### src/design/mti_pkg.sv
// Shared types and constants of the monotone table interpolator.
`default_nettype none

package mti_pkg;

  localparam int TABLE_DEPTH = 1024;
  localparam int ADDR_W      = $clog2(TABLE_DEPTH);
  localparam int FRAC_BITS   = 16;
  localparam int DATA_W      = 32;
  localparam int COUNT_W     = 11;
  localparam int KIND_W      = 2;
  localparam int DIV_CNT_W   = $clog2(FRAC_BITS);

  typedef enum logic [KIND_W-1:0] {
    KIND_LOAD = 2'd0,
    KIND_V2R  = 2'd1,
    KIND_R2V  = 2'd2
  } kind_e;

  typedef enum logic [2:0] {
    RD_ZERO,
    RD_LAST,
    RD_MID,
    RD_IDX,
    RD_IDX_NEXT
  } rd_sel_e;

  typedef enum logic [2:0] {
    RES_ZERO_RANK,
    RES_LAST_RANK,
    RES_QUOTIENT,
    RES_READ,
    RES_INTERP
  } res_sel_e;

  typedef enum logic [3:0] {
    ST_IDLE,
    ST_V_FIRST,
    ST_V_LAST,
    ST_V_SEARCH,
    ST_V_COMPARE,
    ST_V_DIVIDE,
    ST_V_FINISH,
    ST_R_CHECK,
    ST_R_READ_A,
    ST_R_READ_B,
    ST_R_MULTIPLY,
    ST_R_FINISH,
    ST_R_CLAMP
  } state_e;

  typedef struct packed {
    logic     capture;
    logic     mem_we;
    logic     rd_en;
    rd_sel_e  rd_sel;
    logic     lo_ld;
    logic     srch_init;
    logic     srch_step;
    logic     div_init;
    logic     div_step;
    logic     diff_ld;
    logic     mul_ld;
    logic     res_ld;
    res_sel_e res_sel;
    logic     res_clamp;
  } dp_cmd_t;

  typedef struct packed {
    logic v_le_rd;
    logic v_ge_rd;
    logic search_more;
    logic div_last;
    logic r_le_zero;
    logic r_ge_top;
  } dp_status_t;

endpackage

`default_nettype wire

### src/design/mti_ctrl.sv
// Controller state machine that sequences table reads, search, divide and interpolation.
`default_nettype none

module mti_ctrl (
  input  wire logic                           clk_i,
  input  wire logic                           rst_ni,
  input  wire logic                           start_i,
  input  wire logic [mti_pkg::KIND_W-1:0]     kind_i,
  input  wire mti_pkg::dp_status_t            status_i,
  output mti_pkg::dp_cmd_t                    cmd_o,
  output logic                                busy_o
);

  mti_pkg::state_e state_q, state_d;

  always_ff @(posedge clk_i or negedge rst_ni) begin
    if (!rst_ni) begin
      state_q <= mti_pkg::ST_IDLE;
    end else begin
      state_q <= state_d;
    end
  end

  always_comb begin
    state_d = state_q;
    case (state_q)
      mti_pkg::ST_IDLE: begin
        if (start_i) begin
          case (kind_i)
            mti_pkg::KIND_V2R: state_d = mti_pkg::ST_V_FIRST;
            mti_pkg::KIND_R2V: state_d = mti_pkg::ST_R_CHECK;
            default:           state_d = mti_pkg::ST_IDLE;
          endcase
        end
      end
      mti_pkg::ST_V_FIRST: begin
        state_d = status_i.v_le_rd ? mti_pkg::ST_IDLE : mti_pkg::ST_V_LAST;
      end
      mti_pkg::ST_V_LAST: begin
        state_d = status_i.v_ge_rd ? mti_pkg::ST_IDLE : mti_pkg::ST_V_SEARCH;
      end
      mti_pkg::ST_V_SEARCH: begin
        state_d = status_i.search_more ? mti_pkg::ST_V_COMPARE : mti_pkg::ST_V_DIVIDE;
      end
      mti_pkg::ST_V_COMPARE: state_d = mti_pkg::ST_V_SEARCH;
      mti_pkg::ST_V_DIVIDE: begin
        if (status_i.div_last) begin
          state_d = mti_pkg::ST_V_FINISH;
        end
      end
      mti_pkg::ST_V_FINISH: state_d = mti_pkg::ST_IDLE;
      mti_pkg::ST_R_CHECK: begin
        if (status_i.r_le_zero || status_i.r_ge_top) begin
          state_d = mti_pkg::ST_R_CLAMP;
        end else begin
          state_d = mti_pkg::ST_R_READ_A;
        end
      end
      mti_pkg::ST_R_READ_A:   state_d = mti_pkg::ST_R_READ_B;
      mti_pkg::ST_R_READ_B:   state_d = mti_pkg::ST_R_MULTIPLY;
      mti_pkg::ST_R_MULTIPLY: state_d = mti_pkg::ST_R_FINISH;
      mti_pkg::ST_R_FINISH:   state_d = mti_pkg::ST_IDLE;
      mti_pkg::ST_R_CLAMP:    state_d = mti_pkg::ST_IDLE;
      default:                state_d = mti_pkg::ST_IDLE;
    endcase
  end

  always_comb begin
    cmd_o         = '0;
    cmd_o.rd_sel  = mti_pkg::RD_ZERO;
    cmd_o.res_sel = mti_pkg::RES_ZERO_RANK;
    busy_o        = (state_q != mti_pkg::ST_IDLE);
    case (state_q)
      mti_pkg::ST_IDLE: begin
        if (start_i) begin
          cmd_o.capture = 1'b1;
          case (kind_i)
            mti_pkg::KIND_LOAD: cmd_o.mem_we = 1'b1;
            mti_pkg::KIND_V2R: begin
              cmd_o.rd_en  = 1'b1;
              cmd_o.rd_sel = mti_pkg::RD_ZERO;
            end
            default: ;
          endcase
        end
      end
      mti_pkg::ST_V_FIRST: begin
        if (status_i.v_le_rd) begin
          cmd_o.res_ld    = 1'b1;
          cmd_o.res_sel   = mti_pkg::RES_ZERO_RANK;
          cmd_o.res_clamp = 1'b1;
        end else begin
          cmd_o.lo_ld  = 1'b1;
          cmd_o.rd_en  = 1'b1;
          cmd_o.rd_sel = mti_pkg::RD_LAST;
        end
      end
      mti_pkg::ST_V_LAST: begin
        if (status_i.v_ge_rd) begin
          cmd_o.res_ld    = 1'b1;
          cmd_o.res_sel   = mti_pkg::RES_LAST_RANK;
          cmd_o.res_clamp = 1'b1;
        end else begin
          cmd_o.srch_init = 1'b1;
        end
      end
      mti_pkg::ST_V_SEARCH: begin
        if (status_i.search_more) begin
          cmd_o.rd_en  = 1'b1;
          cmd_o.rd_sel = mti_pkg::RD_MID;
        end else begin
          cmd_o.div_init = 1'b1;
        end
      end
      mti_pkg::ST_V_COMPARE: cmd_o.srch_step = 1'b1;
      mti_pkg::ST_V_DIVIDE:  cmd_o.div_step = 1'b1;
      mti_pkg::ST_V_FINISH: begin
        cmd_o.res_ld  = 1'b1;
        cmd_o.res_sel = mti_pkg::RES_QUOTIENT;
      end
      mti_pkg::ST_R_CHECK: begin
        cmd_o.rd_en = 1'b1;
        if (status_i.r_le_zero) begin
          cmd_o.rd_sel = mti_pkg::RD_ZERO;
        end else if (status_i.r_ge_top) begin
          cmd_o.rd_sel = mti_pkg::RD_LAST;
        end else begin
          cmd_o.rd_sel = mti_pkg::RD_IDX;
        end
      end
      mti_pkg::ST_R_READ_A: begin
        cmd_o.lo_ld  = 1'b1;
        cmd_o.rd_en  = 1'b1;
        cmd_o.rd_sel = mti_pkg::RD_IDX_NEXT;
      end
      mti_pkg::ST_R_READ_B:   cmd_o.diff_ld = 1'b1;
      mti_pkg::ST_R_MULTIPLY: cmd_o.mul_ld = 1'b1;
      mti_pkg::ST_R_FINISH: begin
        cmd_o.res_ld  = 1'b1;
        cmd_o.res_sel = mti_pkg::RES_INTERP;
      end
      mti_pkg::ST_R_CLAMP: begin
        cmd_o.res_ld    = 1'b1;
        cmd_o.res_sel   = mti_pkg::RES_READ;
        cmd_o.res_clamp = 1'b1;
      end
      default: ;
    endcase
  end

endmodule

`default_nettype wire

### config.mk
export PLATFORM = sky130hd
export DESIGN_NAME = mti_ctrl
export DESIGN_NICKNAME = d
export VERILOG_FILES = /design/src/design/mti_pkg.sv /design/src/design/mti_ctrl.sv
export SDC_FILE = /design/constraint.sdc
export NUM_CORES = 1
export LEC_CHECK = 0
export BUFFER_PORTS_ARGS = -buffer_cell sky130_fd_sc_hd__buf_4
export CAP_MARGIN = 30
export CORE_MARGIN = 3
export CORE_UTILIZATION = 40
export CTS_CLUSTER_SIZE = 14
export DETAILED_ROUTE_END_ITERATION = 6
export GPL_TIMING_DRIVEN = 1
export PLACE_DENSITY = 0.8
export SETUP_SLACK_MARGIN = 0.1
export SLEW_MARGIN = 0
export SYNTH_ARGS = -nofsm -noshare
export SYNTH_HDL_FRONTEND = slang
export SYNTH_SLANG_ARGS = --single-unit
### constraint.sdc
create_clock -name clk_i -period 1.2 [get_ports clk_i]
set_input_delay 0.18 -clock clk_i [delete_from_list [all_inputs] [get_ports clk_i]]
set_output_delay 0.18 -clock clk_i [all_outputs]
set_load 0.05 [all_outputs]
==> results of run 1 <==
synthesized netlist by cell type:
cell | count | area [um2]
xor2_1 | 1 | 8.76
or3_1 | 1 | 6.26
nand4_1 | 1 | 6.26
or2_2 | 1 | 6.26
a221oi_1 | 1 | 8.76
a221o_1 | 1 | 10.0
nor3_2 | 1 | 10.0
buf_2 | 4 | 20.0
inv_1 | 6 | 22.5
o21ai_0 | 8 | 40.0
nand2b_2 | 1 | 8.76
buf_6 | 3 | 33.8
inv_2 | 1 | 3.75
a21oi_1 | 5 | 25.0
o32ai_1 | 1 | 8.76
nand2_1 | 7 | 26.3
a31oi_1 | 2 | 12.5
and3_1 | 3 | 18.8
nor3_1 | 5 | 25.0
nor2_1 | 11 | 41.3
a21o_1 | 2 | 15.0
nor4_1 | 2 | 12.5
a211oi_1 | 1 | 7.51
nor2b_1 | 1 | 6.26
nand2b_1 | 2 | 12.5
dfrtp_1 | 4 | 100
mux2i_1 | 1 | 10.0
o311a_1 | 1 | 10.0
ha_1 | 3 | 37.5
nor4_4 | 1 | 21.3
or2b_1 | 1 | 7.51
and2_1 | 1 | 6.26
o21ai_1 | 3 | 15.0
o22ai_1 | 1 | 6.26
nand3_1 | 1 | 5.00
buf_4 | 1 | 7.51
or2_4 | 1 | 8.76
nand3b_1 | 1 | 7.51
cell families after synthesis:
family | Yosys count
AOI/OAI and AO/OA | 26
buffers and inverters | 15
adders and majority gates | 3
muxes | 1
xor gates and xnor gates | 1
DFF | 4
and+or+nand+nor | 42
per-stage QoR:
| step | area, um2 | hold WS (ns) |
|---|---|---|
| 2_1_floorplan | 838 | -0.116 |
| 3_3_place_gp | 1220 | -0.0242 |
| 3_5_place_dp | 1220 | -0.0226 |
==> flow_metrics.tcl, run 1 <==
set metrics [dict create \
    status "stopped before the end" \
    haltStage "clock tree synthesis (4_1_cts)" \
    stop_error "[ERROR DPL-0038] Utilization greater than 100%, impossible to legalize" \
    pre_cts_ws_ns -0.352 \
    synth_top_family_by_area "simple AND/OR/NAND/NOR gates" \
    clkSinkCount 4 \
    syn_nets 106 \
    synth_seq_cells 4 \
    ys_warn_count 0 \
    synth_area_per_cell_um2 6.95 \
    io_pins 30 \
    ctsResizeCount 58 \
    synth-adder-area-share_pct 5.87 \
    numPortBuffers 29 \
    fp.dieH_um 46.0 \
    synth-compound-area-share_pct 24.9 \
    start_util_pct 45.7 \
    hold_buffers 1 \
    syn_inst 92 \
    die_x_um 46.0 \
    synthSimpleGateAreaFrac_pct 37.0 \
    ys_seq_area_share_pct 15.7 \
    dp.cells 159 \
    numCtsBuffers 3 \
    htreeDepth 1 \
    rows 13 \
    post_cts_buffers 6 \
    ys_types 38 \
    clockBufferDepth 2 \
    root_buffer "clkbuf_4" \
    synth-xor-area-share_pct 1.37 \
    gp_congestion 0.857 \
    synth_area_um2 639 \
    detailed_place_hpwl_mm 2.25 \
    muxShareOfSynthArea_pct 1.57 \
]
==> inputs of run 2 (changes only) <==
--- a/config.mk
+++ b/config.mk
@@ -7,13 +7,11 @@
 export LEC_CHECK = 0
 export BUFFER_PORTS_ARGS = -buffer_cell sky130_fd_sc_hd__buf_4
 export CAP_MARGIN = 30
-export CORE_MARGIN = 3
-export CORE_UTILIZATION = 40
-export CTS_CLUSTER_SIZE = 14
+export CORE_AREA = 3 3 64 66
 export DETAILED_ROUTE_END_ITERATION = 6
+export DIE_AREA = 0 0 67 69
 export GPL_TIMING_DRIVEN = 1
-export PLACE_DENSITY = 0.8
-export SETUP_SLACK_MARGIN = 0.1
+export PLACE_DENSITY_LB_ADDON = 0.15
 export SLEW_MARGIN = 0
 export SYNTH_ARGS = -nofsm -noshare
 export SYNTH_HDL_FRONTEND = slang
==> constraint.sdc (replaced) <==
create_clock -name clk_i -period 1.56 [get_ports clk_i]
set_input_delay 0.234 -clock clk_i [delete_from_list [all_inputs] [get_ports clk_i]]
set_output_delay 0.234 -clock clk_i [all_outputs]
set_load 0.05 [all_outputs]
==> run 2 against run 1 <==
Effect of this change:
- the flow now finishes, with violations (negative setup slack)
- area after synthesis is the same
- synthesized cell count unchanged
==> flow_metrics.tcl, run 2 <==
set metrics [dict create \
    synth.most_common_cell "nor2_1" \
    cp-end-kind "output port" \
    crit_fanout 6 \
    clkSinkCount 4 \
    io_pins 30 \
    drt-met1-wl_mm 1.14 \
    finalCritPeriodShare_pct 110 \
    async_flop_share_pct 100 \
    critPathKind "flip-flop to output port" \
    drv_slew 0 \
    fin_total_pwr_w 0.00303 \
    seqCellArea_um2 104 \
    synth.area.top_cells "dfrtp_1 (16%), nor2_1 (6.5%), o21ai_0 (6.3%)" \
    drv_cap 0 \
    rows 22 \
    root_buffer "clkbuf_8" \
    fp.dieH_um 69 \
    ys.flop_type "dfrtp_1" \
    dr.max_layer_used "met4" \
    final_cell_mix "buf_4 (34), buf_6 (26), nor2_2 (6)" \
    synth_area_per_cell_um2 6.95 \
    worstPathCellList "buf_4 -> nand2b_2 -> buf_4 -> nor3_2 -> buf_6" \
    start_util_pct 17.6 \
    arrival_ns 1.49 \
    overflow 0 \
    drive_gt1_share_pct 70.4 \
    synth_common_cells "nor2_1 (11), o21ai_0 (8), nand2_1 (7)" \
    synth-xor-area-share_pct 1.37 \
    design_area_um2 1490 \
    synthSimpleGateAreaFrac_pct 37.0 \
    status "finished, violations left" \
    gp_congestion 0.731 \
    die_area_um2 4620 \
    setup.worst_path.start "state_q[2]" \
    htreeDepth 1 \
    ys_seq_area_share_pct 15.7 \
    path_common_cell "buf_4" \
    multi_input_comb_area_um2 647 \
    startpoint_type "flip-flop" \
    grt_setup_unrepaired "yes" \
    skew_ns 0.00217 \
    core_um2 3630 \
    muxShareOfSynthArea_pct 1.57 \
    clockBufferDepth 2 \
    die_x_um 67 \
    setup_viol 19 \
    top_regs "state_q x4" \
    syn_inst 92 \
    vias 924 \
    routedWlPerCell_um 13.4 \
    yosysTopAreaCell "dfrtp_1" \
    synth-adder-area-share_pct 5.87 \
    synth_top_family_by_area "simple AND/OR/NAND/NOR gates" \
    p_per_area_nw_per_um2 2030 \
    peakVddDrop_mv 0.774 \
    final_hold_viol_count 0 \
    p_leak_nw 0.664 \
    postRouteAntennaNets 0 \
    ys_types 38 \
    fmax_mhz 581 \
    postPlaceCellArea_um2 1090 \
    grt_use_total_pct 12.3 \
    largest_reg_flops 4 \
    route.detailed.drc 0 \
    cp_slowest_cell "dfrtp_2" \
    grt_pass1_wl_mm 4.54 \
    hold_class "input port to asynchronous set/reset pin" \
    worstPathRequired_ns 1.33 \
    relSlewSlack_pct 81.0 \
    synth_area_um2 639 \
    antenna_found_initial 0 \
    synth-edff-count 0 \
    synth-compound-area-share_pct 24.9 \
    clk_latency_ns 0.22 \
    area_growth_pct 133 \
    syn_nets 106 \
    antenna_cells_inserted 0 \
    grt_pass1_vias 964 \
    grt_max_degree 13 \
    drt-initial-drc-count 21 \
    setup_slack_ns -0.162 \
    detailed_place_hpwl_mm 1.90 \
    critPathMaxStageDelay_ns 0.43 \
    wl_met2_mm 1.34 \
    nNetsFinal 168 \
    synth_top_area_share_pct 15.7 \
    numCtsBuffers 3 \
    layout_commonest_cell "buf_4" \
    top_register "state_q" \
    fillers 383 \
    failed_checks "negative setup slack" \
    first_pass_iters 4 \
    r2r_start "state_q[1]" \
    period_minus_slack_ns 1.72 \
    cts.clk_slew.worst_paths_ns 0.03 \
    ys_warn_count 0 \
    numPortBuffers 29 \
    wl_met3_um 150 \
    drt-total-wl_mm 2.67 \
    cts_tree "done" \
    vias_per_cell 4.62 \
    max_slew.worst_pin.slew_ns 0.283 \
    synth_seq_cells 4 \
]
## run 2: cell counts after synthesis
No cell type changed its count.
## run 2: layer usage
layer	vias up	track usage, %
met1	437	16.4
met3	6	3.75
met5	-	0
met2	29	19.2
li1	452	-
met4	0	2.70
## run 2: critical path, delay by kind of cell, from the launching register on
| family | cells | cell delay [ns] |
|---|---|---|
| buffers and inverters | 3 | 0.51 |
| and+or+nand+nor | 2 | 0.32 |
| DFF | 1 | 0.43 |
## run 2: kinds of logic (layout without fill, tap and decap cells)
logic type | count (synthesis) | in the layout
fa+ha+maj | 3 | 3
flops | 4 | 4
buf+inv | 15 | 75
compound gates | 26 | 26
xor+xnor | 1 | 1
mux | 1 | 1
simple gates | 42 | 42
## run 2: layout make-up
type / instances / share of cell area (%)
Inverter: 7 / 1.93
Timing Repair Buffer: 65 / 40.8
Sequential cell: 4 / 6.97
Multi-Input combinational cell: 73 / 43.4
Clock buffer: 3 / 2.77
Tap cell: 48 / 4.03
## run 2: final timing paths
kind / endpoint / slack, ns / depth (start not counted)
min: state_q[1] / 0.35 / 2
min in group clk_i: state_q[2] / 0.36 / 3
max reg2reg: state_q[0] / 0.02 / 6
max in group asynchronous: state_q[3] / 1.09 / 2
max: cmd_o[14] / -0.16 / 5
min reg2reg: state_q[3] / 0.72 / 3
## run 2: report_power, final
| part | total, W | internal, W | switching (W) |
|---|---|---|---|
| Combinational | 0.00260 | 0.00117 | 0.00143 |
| Sequential | 0.000205 | 0.000151 | 0.0000535 |
| Clock | 0.000221 | 0.000165 | 0.0000563 |
## run 2: through the flow
stage	worst slack, ns	util, %	hold slack [ns]	instances	TNS (ns)
after global placement	0.0459	30.0	0.0323	183	0
after floorplan	-0.206	-	-0.0616	92	-0.542
after CTS	-0.138	37.3	0.339	197	-1.45
final	-0.162	41.0	0.354	200	-1.84
after detailed placement	0.0219	30.0	0.0318	183	0
after global routing	-0.224	41.0	0.353	200	-3.07
## run 2: timing repair
item / 4_1_cts / 5_1_grt
gates cloned: 0 / 0
setup endpoints to repair: 19 / 21
endpoints found under the hold margin: 4 / 0
pin swaps: 5 / 2
resized for setup: 42 / 25
hold buffers: 1 / 0
buffers inserted: 10 / 3
Power figures use the tool's default switching activity.
